**src/design/zta_pkg.sv**
```systemverilog
// ---------------------------------------------------------------------------
// zta_pkg
// Types, widths and helpers shared by the zone timing aggregator.
// ---------------------------------------------------------------------------
package zta_pkg;

   localparam int KEY_BITS        = 16;
   localparam int TIME_W          = 63;
   localparam int TOTAL_W         = 64;
   localparam int CALLS_W         = 14;
   localparam int LOST_W          = 32;
   localparam int DEF_MAX_ZONES   = 32;
   localparam int DEF_EVENT_CAP   = 8192;

   typedef enum logic [3:0] {
      ST_IDLE,
      ST_ERD,
      ST_ECMP,
      ST_UPD,
      ST_APPEND,
      ST_SRD,
      ST_SCMP,
      ST_FETCH,
      ST_LOAD,
      ST_OUT
   } zta_state_type;

   typedef struct packed {
      logic [KEY_BITS-1:0] key;
      logic [TOTAL_W-1:0]  total;
      logic [CALLS_W-1:0]  calls;
   } zta_entry_type;

   function automatic logic [TOTAL_W-1:0] sat_add(input logic [TOTAL_W-1:0] a,
                                                  input logic [TOTAL_W-1:0] b);
      logic [TOTAL_W-1:0] r;
      r = a + b;
      if (a[TOTAL_W-1] == b[TOTAL_W-1] && r[TOTAL_W-1] != a[TOTAL_W-1]) begin
         r = a[TOTAL_W-1] ? {1'b1, {(TOTAL_W-1){1'b0}}} : {1'b0, {(TOTAL_W-1){1'b1}}};
      end
      return r;
   endfunction

endpackage

```
**src/design/zta_if.sv**
```systemverilog
// ---------------------------------------------------------------------------
// zta_if
// Request and response channels of the zone timing aggregator.
// ---------------------------------------------------------------------------
interface zta_req_if;
   import zta_pkg::*;
   logic                valid;
   logic                ready;
   logic                action;
   logic [KEY_BITS-1:0] zone_id;
   logic [TIME_W-1:0]   start_time;
   logic [TIME_W-1:0]   end_time;
   modport source (output valid, action, zone_id, start_time, end_time, input ready);
   modport sink   (input valid, action, zone_id, start_time, end_time, output ready);
endinterface

interface zta_rsp_if;
   import zta_pkg::*;
   logic                valid;
   logic                ready;
   logic                zone_valid;
   logic [KEY_BITS-1:0] zone_key;
   logic [TOTAL_W-1:0]  total_ns;
   logic [CALLS_W-1:0]  call_count;
   logic [LOST_W-1:0]   dropped_events;
   logic                last;
   modport source (output valid, zone_valid, zone_key, total_ns, call_count,
                   dropped_events, last, input ready);
   modport sink   (input valid, zone_valid, zone_key, total_ns, call_count,
                   dropped_events, last, output ready);
endinterface

```
**src/design/zone_timing_aggregator.sv**
```systemverilog
// ---------------------------------------------------------------------------
// zone_timing_aggregator
// Per-zone timing totals over a frame, reported sorted by descending total.
// ---------------------------------------------------------------------------
// Event: counted lost when the buffer is full, appended when the table is empty, else
//   accepted, table entries searched in turn, and the match updated or the new key
//   appended (a new key on a full table is counted lost). Frame mark: accepted, then
//   each result is scanned, fetched, loaded and output, waiting for rsp ready; an
//   empty frame gives its one word. One word in flight at a time; one table read port.
// Synchronous reset clears counters and sequencer; table stays undefined until written.
module zone_timing_aggregator #(
   parameter int MAX_ZONE_ENTRIES = zta_pkg::DEF_MAX_ZONES,
   parameter int EVENT_CAPACITY   = zta_pkg::DEF_EVENT_CAP
) (
   input  logic      clock,
   input  logic      reset,
   zta_req_if.sink   req_chan,
   zta_rsp_if.source rsp_chan
);
   import zta_pkg::*;

   localparam int ADDR_W = (MAX_ZONE_ENTRIES > 1) ? $clog2(MAX_ZONE_ENTRIES) : 1;
   localparam int CNT_W  = ADDR_W + 1;
   localparam int HELD_W = $clog2(EVENT_CAPACITY + 1);

   zta_state_type state_ff, state_in;
   logic [ADDR_W-1:0] addr_ff, addr_in;
   logic [ADDR_W-1:0] best_idx_ff, best_idx_in;
   logic [TOTAL_W-1:0] best_ff, best_in;
   logic have_ff, have_in;
   logic [CNT_W-1:0] used_ff, used_in;
   logic [CNT_W-1:0] k_ff, k_in;
   logic [HELD_W-1:0] held_ff, held_in;
   logic [LOST_W-1:0] lost_ff, lost_in;
   logic [KEY_BITS-1:0] key_ff, key_in;
   logic [TOTAL_W-1:0] dur_ff, dur_in;
   logic [MAX_ZONE_ENTRIES-1:0] emitted_ff, emitted_in;
   logic rzv_ff, rzv_in, rlast_ff, rlast_in;
   logic [KEY_BITS-1:0] rkey_ff, rkey_in;
   logic [TOTAL_W-1:0] rtotal_ff, rtotal_in;
   logic [CALLS_W-1:0] rcalls_ff, rcalls_in;

   logic wr_en;
   logic [ADDR_W-1:0] wr_addr, rd_addr;
   zta_entry_type wr_data, rd_data;
   logic req_fire, rsp_fire;
   logic [CNT_W-1:0] addr_next;
   logic [LOST_W-1:0] lost_inc;

   zta_table #(.DEPTH(MAX_ZONE_ENTRIES), .ADDR_W(ADDR_W)) u_table (
      .clock  (clock),
      .wr_en  (wr_en),
      .wr_addr(wr_addr),
      .wr_data(wr_data),
      .rd_addr(rd_addr),
      .rd_data(rd_data)
   );

   assign req_chan.ready = (state_ff == ST_IDLE);
   assign rsp_chan.valid = (state_ff == ST_OUT);
   assign rsp_chan.zone_valid = rzv_ff;
   assign rsp_chan.zone_key = rkey_ff;
   assign rsp_chan.total_ns = rtotal_ff;
   assign rsp_chan.call_count = rcalls_ff;
   assign rsp_chan.dropped_events = lost_ff;
   assign rsp_chan.last = rlast_ff;

   assign req_fire  = req_chan.valid && req_chan.ready;
   assign rsp_fire  = rsp_chan.valid && rsp_chan.ready;
   assign addr_next = {1'b0, addr_ff} + 1'b1;
   assign lost_inc  = (lost_ff == '1) ? lost_ff : lost_ff + 1'b1;
   assign rd_addr   = (state_ff == ST_FETCH) ? best_idx_ff : addr_ff;

   always_ff @(posedge clock) begin
      if (reset) begin
         state_ff <= ST_IDLE;
         used_ff  <= '0;
         held_ff  <= '0;
         lost_ff  <= '0;
      end else begin
         state_ff <= state_in;
         used_ff  <= used_in;
         held_ff  <= held_in;
         lost_ff  <= lost_in;
      end
      addr_ff     <= addr_in;
      best_idx_ff <= best_idx_in;
      best_ff     <= best_in;
      have_ff     <= have_in;
      k_ff        <= k_in;
      key_ff      <= key_in;
      dur_ff      <= dur_in;
      emitted_ff  <= emitted_in;
      rzv_ff      <= rzv_in;
      rlast_ff    <= rlast_in;
      rkey_ff     <= rkey_in;
      rtotal_ff   <= rtotal_in;
      rcalls_ff   <= rcalls_in;
   end

   always_comb begin
      state_in    = state_ff;
      addr_in     = addr_ff;
      best_idx_in = best_idx_ff;
      best_in     = best_ff;
      have_in     = have_ff;
      used_in     = used_ff;
      k_in        = k_ff;
      held_in     = held_ff;
      lost_in     = lost_ff;
      key_in      = key_ff;
      dur_in      = dur_ff;
      emitted_in  = emitted_ff;
      rzv_in      = rzv_ff;
      rlast_in    = rlast_ff;
      rkey_in     = rkey_ff;
      rtotal_in   = rtotal_ff;
      rcalls_in   = rcalls_ff;
      wr_en       = 1'b0;
      wr_addr     = addr_ff;
      wr_data     = '{key: key_ff, total: dur_ff, calls: CALLS_W'(1)};

      unique case (state_ff)
         ST_IDLE: begin
            if (req_fire) begin
               if (!req_chan.action) begin
                  if (held_ff >= HELD_W'(EVENT_CAPACITY)) begin
                     lost_in = lost_inc;
                  end else begin
                     held_in = held_ff + 1'b1;
                     key_in  = req_chan.zone_id;
                     dur_in  = {1'b0, req_chan.end_time} - {1'b0, req_chan.start_time};
                     addr_in = '0;
                     state_in = (used_ff == '0) ? ST_APPEND : ST_ERD;
                  end
               end else if (used_ff == '0) begin
                  rzv_in    = 1'b0;
                  rkey_in   = '0;
                  rtotal_in = '0;
                  rcalls_in = '0;
                  rlast_in  = 1'b1;
                  state_in  = ST_OUT;
               end else begin
                  emitted_in = '0;
                  k_in       = '0;
                  addr_in    = '0;
                  have_in    = 1'b0;
                  state_in   = ST_SRD;
               end
            end
         end
         ST_ERD: state_in = ST_ECMP;
         ST_ECMP: begin
            if (rd_data.key == key_ff) begin
               state_in = ST_UPD;
            end else if (addr_next < used_ff) begin
               addr_in  = addr_next[ADDR_W-1:0];
               state_in = ST_ERD;
            end else if (used_ff < CNT_W'(MAX_ZONE_ENTRIES)) begin
               state_in = ST_APPEND;
            end else begin
               lost_in  = lost_inc;
               state_in = ST_IDLE;
            end
         end
         ST_UPD: begin
            wr_en = 1'b1;
            wr_data.total = sat_add(rd_data.total, dur_ff);
            wr_data.calls = (rd_data.calls == '1) ? rd_data.calls : rd_data.calls + 1'b1;
            state_in = ST_IDLE;
         end
         ST_APPEND: begin
            wr_en    = 1'b1;
            wr_addr  = used_ff[ADDR_W-1:0];
            used_in  = used_ff + 1'b1;
            state_in = ST_IDLE;
         end
         ST_SRD: state_in = ST_SCMP;
         ST_SCMP: begin
            // strict compare keeps the earliest entry on a tie
            if (!emitted_ff[addr_ff] &&
                (!have_ff || $signed(rd_data.total) > $signed(best_ff))) begin
               have_in     = 1'b1;
               best_in     = rd_data.total;
               best_idx_in = addr_ff;
            end
            if (addr_next < used_ff) begin
               addr_in  = addr_next[ADDR_W-1:0];
               state_in = ST_SRD;
            end else begin
               state_in = ST_FETCH;
            end
         end
         ST_FETCH: state_in = ST_LOAD;
         ST_LOAD: begin
            rzv_in    = 1'b1;
            rkey_in   = rd_data.key;
            rtotal_in = rd_data.total;
            rcalls_in = rd_data.calls;
            rlast_in  = ((k_ff + 1'b1) == used_ff);
            emitted_in[best_idx_ff] = 1'b1;
            state_in  = ST_OUT;
         end
         ST_OUT: begin
            if (rsp_fire) begin
               if (rlast_ff) begin
                  used_in  = '0;
                  held_in  = '0;
                  lost_in  = '0;
                  state_in = ST_IDLE;
               end else begin
                  k_in     = k_ff + 1'b1;
                  addr_in  = '0;
                  have_in  = 1'b0;
                  state_in = ST_SRD;
               end
            end
         end
         default: state_in = ST_IDLE;
      endcase
   end

   a_used_bound: assert property (@(posedge clock) disable iff (reset)
      used_ff <= CNT_W'(MAX_ZONE_ENTRIES))
      else $error("zone count beyond table depth");

   a_held_bound: assert property (@(posedge clock) disable iff (reset)
      held_ff <= HELD_W'(EVENT_CAPACITY))
      else $error("held events beyond capacity");

   a_empty_last: assert property (@(posedge clock) disable iff (reset)
      rsp_chan.valid && !rsp_chan.zone_valid |-> rsp_chan.last && used_ff == '0)
      else $error("empty-frame word not final");

   a_frame_clear: assert property (@(posedge clock) disable iff (reset)
      rsp_fire && rsp_chan.last |=> used_ff == '0 && lost_ff == '0 && held_ff == '0)
      else $error("frame state not cleared after report");

   a_load_order: assert property (@(posedge clock) disable iff (reset)
      state_ff == ST_LOAD |-> have_ff && !emitted_ff[best_idx_ff])
      else $error("selected zone already reported");

endmodule

```
**src/design/zta_table.sv**
```systemverilog
// ---------------------------------------------------------------------------
// zta_table
// Zone table memory: one write port, one read port with registered data.
// ---------------------------------------------------------------------------
module zta_table #(
   parameter int DEPTH  = zta_pkg::DEF_MAX_ZONES,
   parameter int ADDR_W = 5
) (
   input  logic                  clock,
   input  logic                  wr_en,
   input  logic [ADDR_W-1:0]     wr_addr,
   input  zta_pkg::zta_entry_type wr_data,
   input  logic [ADDR_W-1:0]     rd_addr,
   output zta_pkg::zta_entry_type rd_data
);
   import zta_pkg::*;

   zta_entry_type mem [DEPTH];
   zta_entry_type rd_data_ff;

   always_ff @(posedge clock) begin
      if (wr_en) begin
         mem[wr_addr] <= wr_data;
      end
      rd_data_ff <= mem[rd_addr];
   end

   assign rd_data = rd_data_ff;

endmodule
```
**src/flat_wrapper.sv**
```systemverilog
// flat-port wrapper written by rule: the top's interface ports become plain ports
module zone_timing_aggregator_flat import zta_pkg::*;
#(
   parameter int MAX_ZONE_ENTRIES = zta_pkg::DEF_MAX_ZONES,
   parameter int EVENT_CAPACITY   = zta_pkg::DEF_EVENT_CAP
)
  (clock, reset, req_chan_valid, req_chan_action, req_chan_zone_id, req_chan_start_time, req_chan_end_time, req_chan_ready, rsp_chan_valid, rsp_chan_zone_valid, rsp_chan_zone_key, rsp_chan_total_ns, rsp_chan_call_count, rsp_chan_dropped_events, rsp_chan_last, rsp_chan_ready);
  zta_req_if req_chan_i ();
  zta_rsp_if rsp_chan_i ();
  input  logic clock;
  input  logic reset;
  input wire logic [$bits(req_chan_i.valid)-1:0] req_chan_valid;
  input wire logic [$bits(req_chan_i.action)-1:0] req_chan_action;
  input wire logic [$bits(req_chan_i.zone_id)-1:0] req_chan_zone_id;
  input wire logic [$bits(req_chan_i.start_time)-1:0] req_chan_start_time;
  input wire logic [$bits(req_chan_i.end_time)-1:0] req_chan_end_time;
  output wire logic [$bits(req_chan_i.ready)-1:0] req_chan_ready;
  output wire logic [$bits(rsp_chan_i.valid)-1:0] rsp_chan_valid;
  output wire logic [$bits(rsp_chan_i.zone_valid)-1:0] rsp_chan_zone_valid;
  output wire logic [$bits(rsp_chan_i.zone_key)-1:0] rsp_chan_zone_key;
  output wire logic [$bits(rsp_chan_i.total_ns)-1:0] rsp_chan_total_ns;
  output wire logic [$bits(rsp_chan_i.call_count)-1:0] rsp_chan_call_count;
  output wire logic [$bits(rsp_chan_i.dropped_events)-1:0] rsp_chan_dropped_events;
  output wire logic [$bits(rsp_chan_i.last)-1:0] rsp_chan_last;
  input wire logic [$bits(rsp_chan_i.ready)-1:0] rsp_chan_ready;
  assign req_chan_i.valid = req_chan_valid;
  assign req_chan_i.action = req_chan_action;
  assign req_chan_i.zone_id = req_chan_zone_id;
  assign req_chan_i.start_time = req_chan_start_time;
  assign req_chan_i.end_time = req_chan_end_time;
  assign req_chan_ready = req_chan_i.ready;
  assign rsp_chan_valid = rsp_chan_i.valid;
  assign rsp_chan_zone_valid = rsp_chan_i.zone_valid;
  assign rsp_chan_zone_key = rsp_chan_i.zone_key;
  assign rsp_chan_total_ns = rsp_chan_i.total_ns;
  assign rsp_chan_call_count = rsp_chan_i.call_count;
  assign rsp_chan_dropped_events = rsp_chan_i.dropped_events;
  assign rsp_chan_last = rsp_chan_i.last;
  assign rsp_chan_i.ready = rsp_chan_ready;
  zone_timing_aggregator #(.MAX_ZONE_ENTRIES(MAX_ZONE_ENTRIES), .EVENT_CAPACITY(EVENT_CAPACITY)) u_core (.clock(clock), .reset(reset), .req_chan(req_chan_i), .rsp_chan(rsp_chan_i));
endmodule
```
**config.mk**
```make
export PLATFORM = sky130hd
export DESIGN_NAME = zone_timing_aggregator_flat
export DESIGN_NICKNAME = d
export VERILOG_FILES = /design/src/design/zta_pkg.sv /design/src/design/zta_if.sv /design/src/design/zone_timing_aggregator.sv /design/src/design/zta_table.sv /design/src/flat_wrapper.sv
export SDC_FILE = /design/constraint.sdc
export NUM_CORES = 2
export LEC_CHECK = 0
export ABC_AREA = 1
export BUFFER_PORTS_ARGS = -buffer_cell sky130_fd_sc_hd__buf_2
export CAP_MARGIN = 0
export CORE_MARGIN = 2
export CORE_UTILIZATION = 30
export CTS_CLUSTER_DIAMETER = 60
export CTS_CLUSTER_SIZE = 25
export DETAILED_ROUTE_END_ITERATION = 10
export HOLD_SLACK_MARGIN = 0.15
export PLACE_DENSITY = 0.5
export RECOVER_POWER = 100
export SYNTH_ARGS = -nofsm -noshare
export SYNTH_HDL_FRONTEND = slang
export SYNTH_SLANG_ARGS = --single-unit
```
**constraint.sdc**
```tcl
create_clock -name clock -period 9.1 [get_ports clock]
set_input_delay 0.91 -clock clock [delete_from_list [all_inputs] [get_ports clock]]
set_output_delay 0.91 -clock clock [all_outputs]
set_load 0.005 [all_outputs]
```
==> results.toml <==
[setup_path]
crit_family = "buffers and inverters"
r2r-start = "u_core.state_ff[2]$_SDFFE_PP0P_"
critPathMaxStageDelay_ns = 3.00
worst-path-buf-inv = 4
path_class = "flip-flop to flip-flop"
rrSetupSlack_ns = 2.01
reg2reg_to = "u_core.u_table.mem[4][30]$_DFFE_PP_"
worstPathArrival_ns = 7.55
critPathMaxFanout = 73
required_ns = 9.56
r2r_cells = 9
crit_slowest_cell = "clkbuf_1"
cp-start-kind = "flip-flop"
end_kind = "flip-flop"
crit_chain = "inv_1, nand2_1, nor2_1, buf_12, clkinv_1, nand2_1, nand3_1, nor2_1, clkbuf_1"

[route]
drc = 0
drt_first_pass_iters = 6
routed_wl_microns = 489000
route.detailed.wl_per_inst_microns = 25.4
vias = 100131
drt_iter0_drc = 10869
vias_per_cell = 5.20
antenna_left = 0

[floorplanning]
io_pins = 277
die_x_microns = 699
start_util_pct = 30.1
fp.dieH_microns = 699
fp.dieArea_sq_um = 488000
rows = 255
core_sq_um = 481000

[yosys]
synthCells = 12401
async_flop_share_pct = 0
synth_enable_flop_cells = 3297
synth_top_area_share_pct = 68.3
synth_ff_type = "edfxtp_1"
synth_largest_area_cell = "edfxtp_1"
synth_commonest_cells = "edfxtp_1, nor2_1, o21ai_0"
ys_types = 52
yosysWarnings = 0
synth_area_leaders = "edfxtp_1, o21ai_0, nor2_1"
synth.most_common_cell = "edfxtp_1"
netlist_area_sq_um = 145000
ys_seq_area_share_pct = 70.4
synth_nets = 12755
ys_seq_elements = 3447
avgSynthCellArea_sq_um = 11.7

[sta]
setup_violations = 0
slew_headroom_pct = -352
worst_slew_pin_slew_ns = 6.77
fin_hold_ws_ns = 0.308
hold_viol = 0
slew_violations = 4173
finalCriticalPeriod_ns = 7.09
fin_crit_sh_pct = 77.9
tns_ns = 0
rsz0062_at_grt = "no"
fin_skew_ns = 0.101
fmax_ghz = 0.141

[global_routing]
gr-total-overflow = 0
grt_pass1_wl_microns = 694000
antenna_found_initial = 14
grt_max_degree = 215
first_global_vias = 94387
globalRouteTotalUtil_pct = 19.2

[hold_path]
hold_start = "req_chan_zone_id[5]"
worst_hold_path.endpoint = "u_core.key_ff[5]$_DFFE_PP_"
hp-class = "input port to flip-flop"
min_path_cells = 1

[cts]
cts_root_buffer = "clkbuf_16"
h-tree-depth = 5
cts_tree = "done"
cts.sinks = 3447
cts.path.max_buffers = 4
clkTransAtPathRegs_ns = 0.06
cts_made_buffers = 325
clk_latency_ns = 1.01
post_cts.repair.setup_buffers = 0
cts_resized = 0

[status]
status = "finished, violations left"
violations = "max-capacitance violations, max-slew violations"

[placed_design]
port_buffers = 276
gp_congestion = 0.968
dp_hpwl_microns = 265000

[finish]
multi_input_area_sq_um = 37800
seq_area_sq_um = 102000
area_growth_pct = 13.6
layout-drive-gt1-share_pct = 7.14
fill_cells = 47775
fin_nets = 12889

[run]
cap_violations = 122

[pwr]
power.leakage_uw = 0.0538
p_per_area_nw_per_um2 = 326
vdd.ir_drop.worst_uv = 348
[final cells by class]
| class | instances | area share (%) |
|---|---|---|
| repair buffers | 504 | 1.76 |
| diodes | 9 | 0.0137 |
| clock inverters | 261 | 1.93 |
| clock buffers | 341 | 5.04 |
| flip-flops and latches | 3447 | 62.0 |
| inverters | 625 | 1.45 |
| well taps | 6425 | 4.88 |
| multi-input cells | 7632 | 23.0 |
[cells in the final DEF (no fill, tap or decap), drive strengths merged, types with 16 or more instances in the layout]
cell / instances
xor2: 89
nor2: 2473
edfxtp: 3297
bufinv: 19
a21oi: 371
ha: 205
nand2: 1013
clkinvlp: 21
nand4: 35
nand3: 164
nor3: 69
buf: 277
clkbuf: 555
a31oi: 31
o22ai: 921
xnor2: 56
dfxtp: 150
o21bai: 21
o21a: 16
inv: 731
clkinv: 115
o21ai: 2063
nor4: 25
[registers in the layout, indices dropped and copies added, names as in the netlist]
| name | count |
|---|---|
| u_core.u_table.mem | 3008 |
| u_core.u_table.rd_data | 94 |
| u_core.best_ff | 64 |
| u_core.dur_ff | 64 |
| u_core.rsp_chan.total_ns | 64 |
| u_core.emitted_ff | 32 |
| u_core.rsp_chan.dropped_events | 32 |
| u_core.key_ff | 16 |
| u_core.rsp_chan.zone_key | 16 |
| u_core.held_ff | 14 |
| u_core.rsp_chan.call_count | 14 |
| u_core.k_ff | 6 |
| u_core.used_ff | 6 |
| u_core.addr_ff | 5 |
| u_core.best_idx_ff | 5 |
| u_core.state_ff | 4 |
| u_core.have_ff | 1 |
| u_core.rsp_chan.last | 1 |
| u_core.rsp_chan.zone_valid | 1 |
[metal layers]
metal	wire (microns)	GRT usage [%]	vias to the layer above
met5	55	0	-
met4	13600	4.71	8
met3	30800	2.41	621
met2	234000	32.3	3471
met1	210000	26.2	50849
li1	-	-	45182
[cell families (layout without fill, tap and decap cells)]
| logic type | Yosys count | count (layout) | share of synthesized area (%) |
|---|---|---|---|
| AO/OA/AOI/OAI | 3486 | 3486 | 13.1 |
| XOR/XNOR | 145 | 145 | 0.877 |
| adder cells (fa/ha/maj) | 207 | 207 | 1.80 |
| buffers and inverters | 1322 | 1731 | 3.63 |
| flip-flops | 3447 | 3447 | 70.4 |
| other | 0 | 9 | 0 |
| AND/OR/NAND/NOR | 3794 | 3794 | 10.2 |
[power by group]
| part | internal, uW | total [uW] | switching (uW) | leakage, uW |
|---|---|---|---|---|
| sequential | 19400 | 20000 | 649 | 0.0305 |
| combinational | 4810 | 19000 | 14200 | 0.0177 |
| clock | 7610 | 14600 | 7010 | 0.00554 |
| total | 31800 | 53600 | 21800 | 0.0538 |
[through the flow]
| step | total power [uW] | instance area [sq um] | instances | setup WS [ns] | util [%] |
|---|---|---|---|---|---|
| after floorplan | 31800 | 145000 | 12401 | 2.08 | - |
| after global routing | 56200 | 165000 | 19237 | 1.76 | 34.2 |
| after global placement | 39300 | 154000 | 18616 | 4.05 | 32.0 |
| final | 53600 | 165000 | 19244 | 2.01 | 34.2 |
| after CTS | 53900 | 166000 | 19233 | 3.99 | 34.4 |
| after detailed placement | 39300 | 154000 | 18618 | 4.00 | 32.0 |
[how the worst max path moves through the flow]
stage,startpoint,to,slack (ns),depth (start not counted)
global route,u_core.state_ff[2]$_SDFFE_PP0P_,u_core.u_table.rd_data[65]$_DFF_P_,1.76,10
finish,u_core.state_ff[2]$_SDFFE_PP0P_,u_core.u_table.mem[4][30]$_DFFE_PP_,2.01,9
global placement,u_core.dur_ff[14]$_DFFE_PP_,u_core.u_table.mem[5][24]$_DFFE_PP_,4.05,16
floorplan,req_chan_valid,u_core.dur_ff[0]$_DFFE_PP_,2.08,2
detailed placement,u_core.dur_ff[14]$_DFFE_PP_,u_core.u_table.mem[5][24]$_DFFE_PP_,4.00,16
CTS,u_core.dur_ff[13]$_DFFE_PP_,u_core.u_table.mem[22][24]$_DFFE_PP_,3.99,16
[repair_timing]
| item | CTS | global route |
|---|---|---|
| endpoints found under the hold margin | 13 | 0 |
| hold buffers | 13 | 0 |
| setup endpoints to repair | 0 | 0 |
Note: power is estimated with default switching activity, not from simulation.
